## src/rtl/far_pkg.sv

```systemverilog
// Shared types and constants for the frame allocator.
// Used by the controller, the datapath and the top level; no dependencies.
package far_pkg;

    localparam int FRAME_COUNT = 1024;
    localparam int OWNER_COUNT = 64;
    localparam int FRAME_W     = $clog2(FRAME_COUNT);
    localparam int LINK_W      = FRAME_W + 1;
    localparam logic [LINK_W-1:0] NIL_LINK = LINK_W'(FRAME_COUNT);

    localparam int W_FIRST = 10;
    localparam int W_OWNER = 6;
    localparam int W_PAGE  = 20;
    localparam int W_RUN   = 11;
    localparam int W_AGE   = 8;

    localparam logic [1:0] REQ_ALLOC = 2'd0;
    localparam logic [1:0] REQ_FREE  = 2'd1;
    localparam logic [1:0] REQ_REF   = 2'd2;

    localparam logic [1:0] ST_OK    = 2'd0;
    localparam logic [1:0] ST_EVICT = 2'd1;
    localparam logic [1:0] ST_FAIL  = 2'd2;

    localparam logic [1:0] KIND_PAGE = 2'd0;

    localparam logic [W_AGE-1:0] AGE_FRESH = 8'd0;
    localparam logic [W_AGE-1:0] AGE_REUSE = 8'd128;
    localparam logic [W_AGE:0]   AGE_NONE  = 9'd256;

    typedef struct packed {
        logic [1:0]         req_type;
        logic [W_RUN-1:0]   run_length;
        logic [1:0]         frame_kind;
        logic [W_OWNER-1:0] owner_id;
        logic [W_PAGE-1:0]  virt_page;
        logic [9:0]         target_frame;
    } t_in_item;

    typedef struct packed {
        logic [1:0]         result_status;
        logic [W_FIRST-1:0] first_frame;
        logic [W_OWNER-1:0] evicted_owner;
        logic [W_PAGE-1:0]  evicted_page;
    } t_out_item;

    // per-frame state word
    typedef struct packed {
        logic             mapped;
        logic             queued;
        logic             refd;
        logic [W_AGE-1:0] age;
    } t_meta;

    typedef enum logic [4:0] {
        OP_NONE,
        OP_CLEAR,
        OP_ACCEPT,
        OP_SCAN_RD,
        OP_SCAN_CHK,
        OP_MAP_A,
        OP_MAP_B,
        OP_AGE_RD,
        OP_AGE_UPD,
        OP_EV_RD,
        OP_EV_LAT,
        OP_UL_A,
        OP_UL_B,
        OP_TGT_RD,
        OP_TGT_CHK,
        OP_FINISH
    } t_op;

    typedef struct packed {
        logic [1:0] req_type;
        logic       args_ok;
        logic       target_ok;
        logic       found;
        logic       idx_last;
        logic       q_empty;
        logic       mode;
        logic       nx_nil;
        logic       free_unlink;
        logic       k_last;
        logic       out_free;
    } t_status;

endpackage

```

## src/rtl/far_ctrl.sv

```systemverilog
// Sequencer for the frame allocator: steps the datapath through each request.
// Depends on far_pkg.
module far_ctrl import far_pkg::*; (
    input  logic    i_clk,
    input  logic    i_rst_n,
    input  logic    i_in_valid,
    input  t_status i_st,
    output t_op     o_op,
    output logic    o_in_stall
);

    typedef enum logic [3:0] {
        S_CLEAR,
        S_IDLE,
        S_DECODE,
        S_SCAN_RD,
        S_SCAN_CHK,
        S_MAP_A,
        S_MAP_B,
        S_AGE_RD,
        S_AGE_UPD,
        S_EV_RD,
        S_EV_LAT,
        S_UL_A,
        S_UL_B,
        S_TGT_RD,
        S_TGT_CHK,
        S_FINISH
    } t_state;

    t_state r_state, n_state;

    always_comb begin
        n_state = r_state;
        o_op    = OP_NONE;
        case (r_state)
            S_CLEAR: begin
                o_op = OP_CLEAR;
                if (i_st.idx_last) n_state = S_IDLE;
            end
            S_IDLE: begin
                if (i_in_valid) begin
                    o_op    = OP_ACCEPT;
                    n_state = S_DECODE;
                end
            end
            S_DECODE: begin
                case (i_st.req_type)
                    REQ_ALLOC: n_state = i_st.args_ok ? S_SCAN_RD : S_FINISH;
                    REQ_FREE,
                    REQ_REF:   n_state = i_st.target_ok ? S_TGT_RD : S_FINISH;
                    default:   n_state = S_FINISH;
                endcase
            end
            S_SCAN_RD: begin
                o_op    = OP_SCAN_RD;
                n_state = S_SCAN_CHK;
            end
            S_SCAN_CHK: begin
                o_op = OP_SCAN_CHK;
                if (i_st.found) begin
                    n_state = S_MAP_A;
                end else if (!i_st.idx_last) begin
                    n_state = S_SCAN_RD;
                end else if (i_st.q_empty) begin
                    n_state = S_FINISH;
                end else if (i_st.mode) begin
                    n_state = S_AGE_RD;
                end else begin
                    n_state = S_EV_RD;
                end
            end
            S_AGE_RD: begin
                o_op    = OP_AGE_RD;
                n_state = S_AGE_UPD;
            end
            S_AGE_UPD: begin
                o_op    = OP_AGE_UPD;
                n_state = i_st.nx_nil ? S_EV_RD : S_AGE_RD;
            end
            S_EV_RD: begin
                o_op    = OP_EV_RD;
                n_state = S_EV_LAT;
            end
            S_EV_LAT: begin
                o_op    = OP_EV_LAT;
                n_state = S_UL_A;
            end
            S_UL_A: begin
                o_op    = OP_UL_A;
                n_state = S_UL_B;
            end
            S_UL_B: begin
                o_op    = OP_UL_B;
                n_state = (i_st.req_type == REQ_ALLOC) ? S_MAP_A : S_FINISH;
            end
            S_MAP_A: begin
                o_op    = OP_MAP_A;
                n_state = S_MAP_B;
            end
            S_MAP_B: begin
                o_op    = OP_MAP_B;
                n_state = i_st.k_last ? S_FINISH : S_MAP_A;
            end
            S_TGT_RD: begin
                o_op    = OP_TGT_RD;
                n_state = S_TGT_CHK;
            end
            S_TGT_CHK: begin
                o_op    = OP_TGT_CHK;
                n_state = i_st.free_unlink ? S_UL_A : S_FINISH;
            end
            S_FINISH: begin
                o_op = OP_FINISH;
                if (i_st.out_free) n_state = S_IDLE;
            end
            default: n_state = S_IDLE;
        endcase
    end

    always_ff @(posedge i_clk) begin
        if (!i_rst_n) begin
            r_state <= S_CLEAR;
        end else begin
            r_state <= n_state;
        end
    end

    assign o_in_stall = (r_state != S_IDLE);

endmodule

```

## config.mk

```make
export PLATFORM = sky130hd
export DESIGN_NAME = far_ctrl
export DESIGN_NICKNAME = d
export VERILOG_FILES = /design/src/rtl/far_pkg.sv /design/src/rtl/far_ctrl.sv
export SDC_FILE = /design/constraint.sdc
export NUM_CORES = 1
export LEC_CHECK = 0
export BUFFER_PORTS_ARGS = -buffer_cell sky130_fd_sc_hd__buf_2
export CORE_AREA = 3 3 40 42
export DETAILED_ROUTE_END_ITERATION = 12
export DIE_AREA = 0 0 43 45
export PLACE_DENSITY = 0.71
export SYNTH_ARGS = -nofsm -noshare
export SYNTH_HDL_FRONTEND = slang
export SYNTH_SLANG_ARGS = --single-unit
```

## constraint.sdc

```tcl
create_clock -name i_clk -period 1.4 [get_ports i_clk]
set_input_delay 0.14 -clock i_clk [delete_from_list [all_inputs] [get_ports i_clk]]
set_output_delay 0.14 -clock i_clk [all_outputs]
set_load 0.02 [all_outputs]
```

==> run_results.csv, run 1 <==
group,metric,value,unit
outcome,status,"completed",
hold_path,holdPathStages,3,
yosys,synthCells,73,
global_route,grt_pass1_wl,2.097,mm
yosys,synth_warnings,0,
final_layout,instances_no_fill,115,
timing,max_freq,0.7321,GHz
floorplan,die_w,43,um
final_layout,mostFrequentLayoutCells,"buf_2 (17), buf_4 (13), nand2_1 (9)",
final_layout,multiInputGateArea,374.1,sq um
hold_path,hp-start,"i_rst_n",
route,routed_wl,1.401,mm
clock_tree,cts-root-buf,"clkbuf_4",
route,via_count,615,
timing,hold_viol,0,
global_route,grt_pass1_vias,543,
clock_tree,cts_tree,"yes",
yosys,synthAdderAreaFrac,4.773,%
hold_path,holdPathEnd,"r_state[1]",
route,wl_per_cell,12.18,um
timing,fin_crit,1.366,ns
final_layout,area_delta_synth_final,43.44,%
timing,fin_crit_sh,97.57,%
yosys,synth_top_family_by_area,"compound AO/OA/AOI/OAI gates",
timing,rsz0062_at_grt,"true",
floorplan,ios,21,
floorplan,die-area,1935,sq um
critical_path,crit_path_start_kind,"register",
hold_path,hold_class,"in -> reg",
final_layout,fill_cells,118,
final_layout,regArea,92.59,sq um
flow_run,drv_cap,0,
pwr,powerDensity,1292,nW/um^2
pwr,p_leak,0.3379,nW
yosys,synthSimpleGateAreaFrac,28.16,%
clock_tree,numClockSinks,4,
yosys,muxShareOfSynthArea,0,%
yosys,synth_xor_area_share,3.341,%
timing,setup_viol,0,
yosys,netlist_area,524.3,sq um
global_route,overflow,0,
yosys,yosysSeqAreaShare,15.27,%
global_route,grt_max_degree,14,
placement,portBuffers,19,
yosys,synth-seq-cells,4,
critical_path,reg2regPathDepth,5,
clock_tree,path_clk_slew,0.04,ns
final_layout,reg_top3,"r_state x4",
timing,worst_slack,0.03399,ns
clock_tree,h-tree-depth,1,
final_layout,antenna_cells,0,
critical_path,r2r_slack,0.05,ns
timing,whs,0.1511,ns
floorplan,start_util,40.80,%
final_layout,nNetsFinal,119,
critical_path,reg2reg_to,"r_state[3]",
final_layout,final_common_cell,"buf_2",
yosys,synth_top_cell_area_share,15.27,%
pwr,peakVddDrop,495.5,uV
critical_path,worstSetupPathType,"reg -> out",
yosys,avgSynthCellArea,7.182,sq um
placement,post-place-ws,0.004003,ns
yosys,syn_nets,90,
route,vias_per_cell,5.348,
placement,place_congestion,0.8382,
floorplan,die_h,45,um
route,dr.first_iter.drc_count,22,
timing,clock_skew,0.01098,ns
placement,dpl.cell_count,105,
clock_tree,clk_path_buf_depth,2,
route,first_pass_iters,4,
critical_path,worstPathRequired,1.26,ns
clock_tree,numCtsBuffers,3,
final_layout,largest_reg_flops,4,
timing,drv_slew,0,
placement,dp_hpwl,986.1,um
final_layout,drive_gt1_share,46.00,%
yosys,synth_compound_area_share,31.50,%
clock_tree,cts_hold_buf,0,
critical_path,crit_arrival,1.23,ns
yosys,synth_area_leaders,"dfxtp_1 (15%), nand2_1 (6.4%), buf_6 (6.4%), a21oi_1 (4.8%), ha_1 (4.8%)",
floorplan,row_count,13,
critical_path,end_kind,"primary output",
route,remaining_drc_errors,0,
route,ant_nets,0,
placement,place_area,636.9,sq um
global_route,track_usage,14.31,%
floorplan,core,1285,sq um
critical_path,crit_fanout,6,
yosys,yosys.area.top_type,"dfxtp_1",
global_route,antenna_found_initial,0,
clock_tree,clock_latency,0.24,ns
final_layout,top_register,"r_state",
critical_path,r2r_start,"r_state[3]",
yosys,synth_cell_types,37,
final_layout,design_area,752.0,sq um
worst max-delay path: stages, from the launching register on:
cell,delay [ns]
dfxtp_4,0.35
buf_6,0.13
nor3_4,0.21
xnor2_1,0.14
buf_4,0.16
power by group:
part / switching, mW / internal (mW)
combinational: 0.298 / 0.326
clock: 0.0517 / 0.0962
sequential: 0.0531 / 0.147
layout make-up:
cell class,instances,share of cell area [%]
Timing Repair Buffer,33,29.95
Multi-Input combinational cell,55,49.75
Clock buffer,3,2.995
Inverter,5,2.496
Sequential cell,4,12.31
Tap cell,15,2.496
worst max path at each step:
stage,cells after the start,endpoint,from,slack [ns]
6_report,4,o_op[0],r_state[3],0.03
4_1_cts,5,o_op[1],r_state[2],-0.02
5_1_grt,4,o_op[0],r_state[3],-0.02
3_3_place_gp,7,r_state[1],i_st[10],-0.008
2_1_floorplan,6,r_state[1],i_st[10],0.19
3_5_place_dp,6,r_state[3],i_st[10],0.004
kinds of logic (layout without fill, tap and decap cells):
family                   Yosys count  count (layout)
AO/OA/AOI/OAI                     22              22
XOR/XNOR                           2               2
adder cells (fa/ha/maj)            2               2
buffers and inverters             14              41
flip-flops                         4               4
other                              1               1
AND/OR/NAND/NOR                   28              28
stage by stage:
step / power (mW) / setup TNS [ns] / utilization (%)
after CTS: 0.8822 / -0.03978 / 52.29
after global routing: 1.040 / -0.04072 / 58.52
after floorplan: 0.5544 / 0 / -
after global placement: 0.6927 / -0.007746 / 49.56
final: 0.9715 / 0 / 58.52
after detailed placement: 0.7003 / 0 / 49.56
layer usage:
| layer | routed length (um) | share of wire [%] | GRT usage (%) | up-vias |
|---|---|---|---|---|
| met5 | 0 | 0 | 0 | - |
| met4 | 17 | 1.2 | 7.229 | 0 |
| met3 | 85 | 6.1 | 3.187 | 4 |
| met2 | 671 | 48 | 24.25 | 29 |
| met1 | 627 | 45 | 17.07 | 268 |
| li1 | - | - | - | 314 |
repair_timing:
action	CTS	global route
setup buffers	0	7
gates resized for setup	5	9
pin swaps	0	3
setup endpoints to repair	3	6
Yosys cell counts:
| cell type | count |
|---|---|
| a2111oi_0 | 1 |
| a211oi_1 | 1 |
| a21oi_1 | 5 |
| a22oi_2 | 1 |
| a31oi_1 | 1 |
| a32oi_1 | 1 |
| and3_1 | 1 |
| buf_2 | 2 |
| buf_4 | 2 |
| buf_6 | 3 |
| clkbuf_1 | 2 |
| conb_1 | 1 |
| dfxtp_1 | 4 |
| ha_1 | 2 |
| inv_1 | 5 |
| nand2_1 | 9 |
| nand2b_1 | 1 |
| nand3_1 | 1 |
| nand4_1 | 1 |
| nand4b_1 | 1 |
| nor2_1 | 6 |
| nor2_2 | 1 |
| nor2b_1 | 3 |
| nor3_2 | 2 |
| nor3b_1 | 1 |
| nor4_1 | 1 |
| o211ai_1 | 1 |
| o21a_1 | 1 |
| o21ai_0 | 3 |
| o221a_2 | 1 |
| o311a_1 | 1 |
| o311ai_0 | 1 |
| o31a_1 | 1 |
| o31ai_1 | 1 |
| o32ai_1 | 1 |
| o41a_1 | 1 |
| xnor2_1 | 2 |
Power figures use the tool's default switching activity.
==> run 2: changes to the inputs <==
--- a/config.mk
+++ b/config.mk
@@ -9,7 +9,9 @@
 export CORE_AREA = 3 3 40 42
 export DETAILED_ROUTE_END_ITERATION = 12
 export DIE_AREA = 0 0 43 45
-export PLACE_DENSITY = 0.71
+export MAX_ROUTING_LAYER = met4
+export PLACE_DENSITY = 0.76
+export REMOVE_ABC_BUFFERS = 1
 export SYNTH_ARGS = -nofsm -noshare
 export SYNTH_HDL_FRONTEND = slang
 export SYNTH_SLANG_ARGS = --single-unit
==> run 2 against run 1 <==
Total power fell by 4.5%. Design area down 3.3%. Sequential cell count unchanged. Non-clock buffer count decreased by 1. Worst hold slack improved by 0.018 ns. Die area did not move. Global-route usage fell by 0.35 points. Critical path type unchanged. Largest power group unchanged.
==> run_results.csv, run 2 (synthesized netlist as in run 1, its figures left out) <==
group,metric,value,unit
floorplan,core,1285,sq um
clock_tree,numCtsBuffers,3,
clock_tree,cts_hold_buf,0,
final_layout,post-route-util,56.57,%
route,ant_nets,0,
timing,drv_slew,0,
timing,setup_viol,0,
flow_run,drv_cap,0,
timing,clock_skew,0.002834,ns
route,first_pass_iters,4,
final_layout,multiInputGateArea,365.4,sq um
critical_path,crit_arrival,1.21,ns
final_layout,final_common_cell,"buf_2",
pwr,switching_share,42.49,%
critical_path,critPathBufInv,2,
route,via_count,642,
placement,dp_hpwl,1.002,mm
critical_path,slowest_stage,"dfxtp_4",
floorplan,die_h,45,um
critical_path,path_delay_family,"flip-flops",
outcome,status,"completed",
floorplan,die_w,43,um
floorplan,row_count,13,
critical_path,crit_fanout,5,
route,wl_per_cell,12.29,um
final_layout,top_register,"r_state",
critical_path,end_kind,"primary output",
clock_tree,h-tree-depth,1,
final_layout,regArea,88.84,sq um
pwr,clock_power_share,15.4,%
timing,fin_crit_sh,96.29,%
pwr,combPwrFrac,65.4,%
global_route,track_usage,13.96,%
placement,place_congestion,0.8887,
pwr,p_leak,0.3294,nW
timing,rsz0062_at_grt,"true",
final_layout,mostFrequentLayoutCells,"buf_2 (19), buf_4 (10), nand2_1 (9)",
final_layout,area_delta_synth_final,38.66,%
final_layout,antenna_cells,0,
final_layout,largest_reg_flops,4,
critical_path,cp_cell_sequence,"buf_6, nor3_4, xnor2_1, buf_4",
route,dr.first_iter.drc_count,17,
critical_path,crit_path_start_kind,"register",
critical_path,worstSetupPathType,"reg -> out",
pwr,p_int,0.5335,mW
pwr,seq_power_share,19.3,%
clock_tree,cts_tree,"yes",
critical_path,worstPathRequired,1.26,ns
clock_tree,cts-root-buf,"clkbuf_4",
pwr,peakVddDrop,856.5,uV
global_route,antenna_found_initial,0,
global_route,overflow,0,
hold_path,hold_class,"in -> reg",
timing,fin_crit,1.348,ns
global_route,grt_pass1_vias,517,
pwr,powerDensity,1276,nW/um^2
clock_tree,clk_path_buf_depth,2,
floorplan,ios,21,
clock_tree,clock_latency,0.24,ns
route,vias_per_cell,5.632,
clock_tree,numClockSinks,4,
route,remaining_drc_errors,0,
final_layout,fill_cells,119,
final_layout,drive_gt1_share,43.43,%
global_route,grt_pass1_wl,2.014,mm
route,routed_wl,1.401,mm
floorplan,die-area,1935,sq um
final_layout,instances_no_fill,114,
global_route,grt_max_degree,13,
final_layout,reg_top3,"r_state x4",
placement,dpl.cell_count,104,
clock_tree,path_clk_slew,0.04,ns
critical_path,crit_path_max_incr_delay,0.34,ns
placement,portBuffers,19,
pwr,p_switching,0.3942,mW
timing,max_freq,0.7418,GHz
floorplan,start_util,40.80,%
timing,hold_viol,0,
final_layout,nNetsFinal,118,
==> run 2: cell count changes in the layout (fill, tap and decap cells not counted) <==
| cell | delta |
|---|---|
| buf_4 | -3 |
| buf_2 | +2 |
| dfxtp_1 | +1 |
| dfxtp_4 | -1 |
| nor2_1 | +1 |
| nor2_2 | -1 |
| nor3_2 | +1 |
| nor3_4 | -1 |
| o21ai_0 | -1 |
| o21ai_1 | +1 |
==> run 2: power by group through the flow <==
| stage | logic (mW) | clock network [mW] | registers (mW) |
|---|---|---|---|
| floorplan | 0.265 | 0 | 0.227 |
| global placement | 0.491 | 0 | 0.180 |
| detailed placement | 0.497 | 0 | 0.179 |
| CTS | 0.530 | 0.143 | 0.180 |
| global route | 0.664 | 0.152 | 0.182 |
| finish | 0.606 | 0.143 | 0.179 |
==> run 2: repair_timing <==
item                                    in CTS  in global routing
pin swaps                                    1                  2
gates resized for setup                      4                  6
setup buffers                                0                  6
endpoints found under the setup margin       2                  5
cloned                                       0                  1
==> run 2: metrics by stage <==
stage	hold slack [ns]	setup TNS, ns	area (sq um)	power (mW)	worst slack, ns
after global routing	0.1742	-0.1064	726.9	0.9975	-0.06160
after CTS	0.1741	0	665.6	0.8523	0.01770
after detailed placement	0.4209	-0.01867	629.4	0.6759	-0.01867
after floorplan	0.2561	-0.2566	457.9	0.4916	-0.1971
after global placement	0.4068	0	629.4	0.6707	0.007996
final	0.1691	0	726.9	0.9277	0.05197
==> run 2: worst paths after layout <==
kind                   start    endpoint  slack [ns]  cells after the start
hold / removal       i_rst_n  r_state[2]        0.17                      2
hold reg to reg   r_state[0]  r_state[0]        0.73                      2
setup / recovery  r_state[1]     o_op[0]        0.05                      4
setup reg to reg  r_state[2]  r_state[1]        0.07                      5
==> run 2: final cells by class <==
| class | count | share of cell area, % |
|---|---|---|
| clock buffers | 3 | 3.098 |
| inverters | 5 | 2.582 |
| multi-input cells | 55 | 50.26 |
| flip-flops and latches | 4 | 12.22 |
| well taps | 15 | 2.582 |
| repair buffers | 32 | 29.26 |
==> run 2: routing by layer <==
| layer | up-vias | GRT usage (%) | share of wire [%] |
|---|---|---|---|
| met2 | 31 | 23.05 | 54 |
| met3 | 8 | 3.984 | 5.9 |
| met5 | - | - | 0 |
| li1 | 311 | - | - |
| met4 | 0 | 7.831 | 3.3 |
| met1 | 292 | 15.11 | 36 |
==> run 2: worst register-to-register path: cells and delay by family, from the launching register on <==
| kind | cells | cell delay [ns] |
|---|---|---|
| AO/OA/AOI/OAI | 3 | 0.51 |
| buffers and inverters | 1 | 0.13 |
| flip-flops | 1 | 0.34 |
| AND/OR/NAND/NOR | 1 | 0.25 |
==> run 3: changes to the inputs <==
--- a/config.mk
+++ b/config.mk
@@ -5,13 +5,15 @@
 export SDC_FILE = /design/constraint.sdc
 export NUM_CORES = 1
 export LEC_CHECK = 0
+export ABC_AREA = 1
 export BUFFER_PORTS_ARGS = -buffer_cell sky130_fd_sc_hd__buf_2
 export CORE_AREA = 3 3 40 42
 export DETAILED_ROUTE_END_ITERATION = 12
 export DIE_AREA = 0 0 43 45
 export MAX_ROUTING_LAYER = met4
-export PLACE_DENSITY = 0.76
+export PLACE_DENSITY = 0.77
 export REMOVE_ABC_BUFFERS = 1
 export SYNTH_ARGS = -nofsm -noshare
 export SYNTH_HDL_FRONTEND = slang
 export SYNTH_SLANG_ARGS = --single-unit
+export TNS_END_PERCENT = 100
==> run 3 against run 2 <==
The run now ends with negative setup slack left. Design area is 2.2% higher. Global-route usage is 3.4 points higher. Register-to-register slack better by 0.06 ns. Sequential share of layout area is 0.099 points lower. Clock power is 5% higher. Sequential power is 40% higher. Die area stayed put. Worst hold slack worse by 0.050 ns. Sequential cell count stayed put. Via count is 5.9% higher. Utilization is 1.3 points higher. First-iteration DRC count is 12% higher. Critical endpoint is now o_op[1].
==> run_results.csv, run 3 <==
group,metric,value,unit
outcome,status,"finished with violations",
outcome,violations,"negative setup slack",
route,ant_nets,0,
final_layout,fill_cells,128,
global_route,use_met2,29.64,%
critical_path,cp_cell_sequence,"inv_4, nor3_4, nand2_1, a21oi_2, buf_4",
final_layout,top_register,"r_state",
final_layout,mostFrequentLayoutCells,"nand2_1 (20), inv_1 (18), buf_2 (18)",
route,via_count,680,
yosys,synthCells,100,
placement,post-place-ws,0.08450,ns
route,first_pass_iters,4,
route,dr.first_iter.drc_count,19,
critical_path,crit_path_max_incr_delay,0.37,ns
global_route,antenna_found_initial,0,
final_layout,final_common_cell,"nand2_1",
route,wl_per_cell,11.67,um
timing,whs,0.1188,ns
timing,fin_crit_sh,102.3,%
route,vias_per_cell,4.892,
critical_path,worstSetupPathType,"reg -> out",
yosys,async_reset_ff_share,0,%
pwr,powerDensity,1987,nW/um^2
yosys,synth_top_cell_area_share,15.28,%
timing,max_freq,0.6979,GHz
timing,clock_skew,0.002010,ns
critical_path,reg2regPathDepth,7,
clock_tree,cts-root-buf,"clkbuf_4",
critical_path,r2r_slack,0.13,ns
clock_tree,cts_hold_buf,0,
timing,hold_viol,0,
yosys,synth_warnings,0,
critical_path,worstPathRequired,1.26,ns
yosys,yosys.area.top_type,"nand2_1",
pwr,p_switching,0.7788,mW
global_route,grt_pass1_wl,2.463,mm
global_route,track_usage,17.37,%
critical_path,crit_path_start_kind,"register",
floorplan,start_util,42.06,%
clock_tree,numClockSinks,4,
critical_path,r2r_start,"r_state[2]",
timing,drv_slew,0,
clock_tree,path_clk_slew,0.04,ns
floorplan,die-area,1935,sq um
final_layout,reg_top3,"r_state x4",
pwr,switching_share,52.73,%
final_layout,drive_gt1_share,39.52,%
yosys,yosysSeqAreaShare,14.81,%
yosys,ys.flop_type,"dfxtp_1",
pwr,peakVddDrop,744.1,uV
critical_path,reg2reg_to,"r_state[2]",
final_layout,post-route-util,57.84,%
flow_run,drv_cap,0,
final_layout,nNetsFinal,143,
clock_tree,clock_latency,0.24,ns
yosys,netlist_area,540.5,sq um
floorplan,die_h,45,um
yosys,synth_top_cells_by_count,"nand2_1 (22), inv_1 (19), nor2_1 (18), nand3_1 (6)",
pwr,clock_power_share,10.2,%
timing,worst_slack,-0.03283,ns
timing,setup_viol,1,
floorplan,row_count,13,
global_route,grtUsageMet1,19.38,%
pwr,p_int,0.6983,mW
global_route,overflow,0,
critical_path,crit_arrival,1.29,ns
placement,portBuffers,19,
clock_tree,cts_tree,"yes",
hold_path,holdPathEnd,"r_state[3]",
clock_tree,clk_path_buf_depth,2,
final_layout,area_delta_synth_final,37.50,%
clock_tree,h-tree-depth,1,
global_route,met3_usage,5.179,%
global_route,grt_pass1_vias,631,
yosys,synth_edf_count,0,
route,remaining_drc_errors,0,
critical_path,end_kind,"primary output",
final_layout,antenna_cells,0,
hold_path,holdPathStages,3,
timing,fin_crit,1.433,ns
placement,place_congestion,0.9230,
yosys,synth_area_leaders,"nand2_1 (15%), dfxtp_1 (15%), inv_1 (13%), nor2_1 (13%), nand3_1 (5.6%)",
yosys,synth_cell_types,25,
pwr,p_leak,0.4273,nW
yosys,synth.most_common_cell,"nand2_1",
floorplan,die_w,43,um
pwr,combPwrFrac,72.8,%
hold_path,hold_class,"in -> reg",
critical_path,slowest_stage,"dfxtp_4",
yosys,avgSynthCellArea,5.405,sq um
final_layout,largest_reg_flops,4,
yosys,synth-seq-cells,4,
floorplan,core,1285,sq um
floorplan,ios,21,
hold_path,hp-start,"i_rst_n",
clock_tree,numCtsBuffers,3,
placement,dp_hpwl,1.064,mm
global_route,busiest_layer,"met2",
critical_path,crit_fanout,5,
route,routed_wl,1.622,mm
global_route,grt_max_degree,9,
pwr,seq_power_share,17.0,%
==> run 3: cell types whose count changed after synthesis, sizes merged, moves of 2 or more <==
cell and change:
nand3 +6, nor2b -3, nor2 +13, inv +17, xnor2 -2, nand2 +14
buf -5
==> run 3: cell families after synthesis <==
| logic type | synth area share [%] |
|---|---|
| simple gates | 44.91 |
| flops | 14.82 |
| buf+inv | 20.14 |
| other cells | 0.6938 |
| fa+ha+maj | 4.629 |
| compound gates | 14.82 |
==> run 3: power groups by stage <==
stage | clock network (mW) | logic (mW) | registers, mW
4_1_cts | 0.153 | 0.958 | 0.244
6_report | 0.150 | 1.08 | 0.251
3_5_place_dp | 0 | 0.787 | 0.243
3_3_place_gp | 0 | 0.772 | 0.243
2_1_floorplan | 0 | 0.565 | 0.253
5_1_grt | 0.165 | 1.16 | 0.259
==> run 3: worst max path at each step <==
stage / from / end / slack, ns / depth (start not counted)
6_report: r_state[0] / o_op[1] / -0.03 / 5
5_1_grt: r_state[0] / o_op[1] / -0.06 / 5
4_1_cts: r_state[0] / o_op[0] / 0.02 / 5
3_5_place_dp: r_state[2] / r_state[3] / 0.08 / 9
3_3_place_gp: r_state[2] / r_state[3] / 0.11 / 9
2_1_floorplan: r_state[2] / o_op[0] / -0.1 / 4
==> run 3: final cells by class <==
| type | count | area, sq um | share of cell area (%) |
|---|---|---|---|
| Sequential cell | 4 | 90.09 | 12.12 |
| Clock buffer | 3 | 22.52 | 3.030 |
| Multi-Input combinational cell | 70 | 384.1 | 51.68 |
| Timing Repair Buffer | 25 | 142.6 | 19.19 |
| Tap cell | 15 | 18.77 | 2.525 |
| Inverter | 22 | 85.08 | 11.45 |
==> run 3: metrics by stage <==
stage                     std cells  cell area (sq um)  power [mW]  TNS (ns)
after global routing            139              743.2       1.589  -0.07391
after CTS                       138              714.4       1.355         0
after floorplan                  96              514.2      0.8185  -0.09620
after detailed placement        130              628.1       1.029         0
final                           139              743.2       1.477  -0.03283
after global placement          130              628.1       1.015         0
==> run 3: routing by layer <==
layer | vias to the layer above | share of wire, %
met3 | 4 | 7.6
met4 | 0 | 2.7
met2 | 31 | 50
met5 | - | 0
li1 | 354 | -
met1 | 291 | 40
==> run 3: what timing repair did <==
action,CTS,global route
setup buffers,5,1
pin swaps,2,2
endpoints found under the hold margin,0,0
endpoints found under the setup margin,3,5
gates resized for setup,11,7
cloned,0,0
==> run 3: worst max-delay path, delay by kind of cell (launching register included) <==
family,cells,cell delay (ns)
buf+inv,2,0.22
flops,1,0.37
simple gates,2,0.29
compound gates,1,0.16
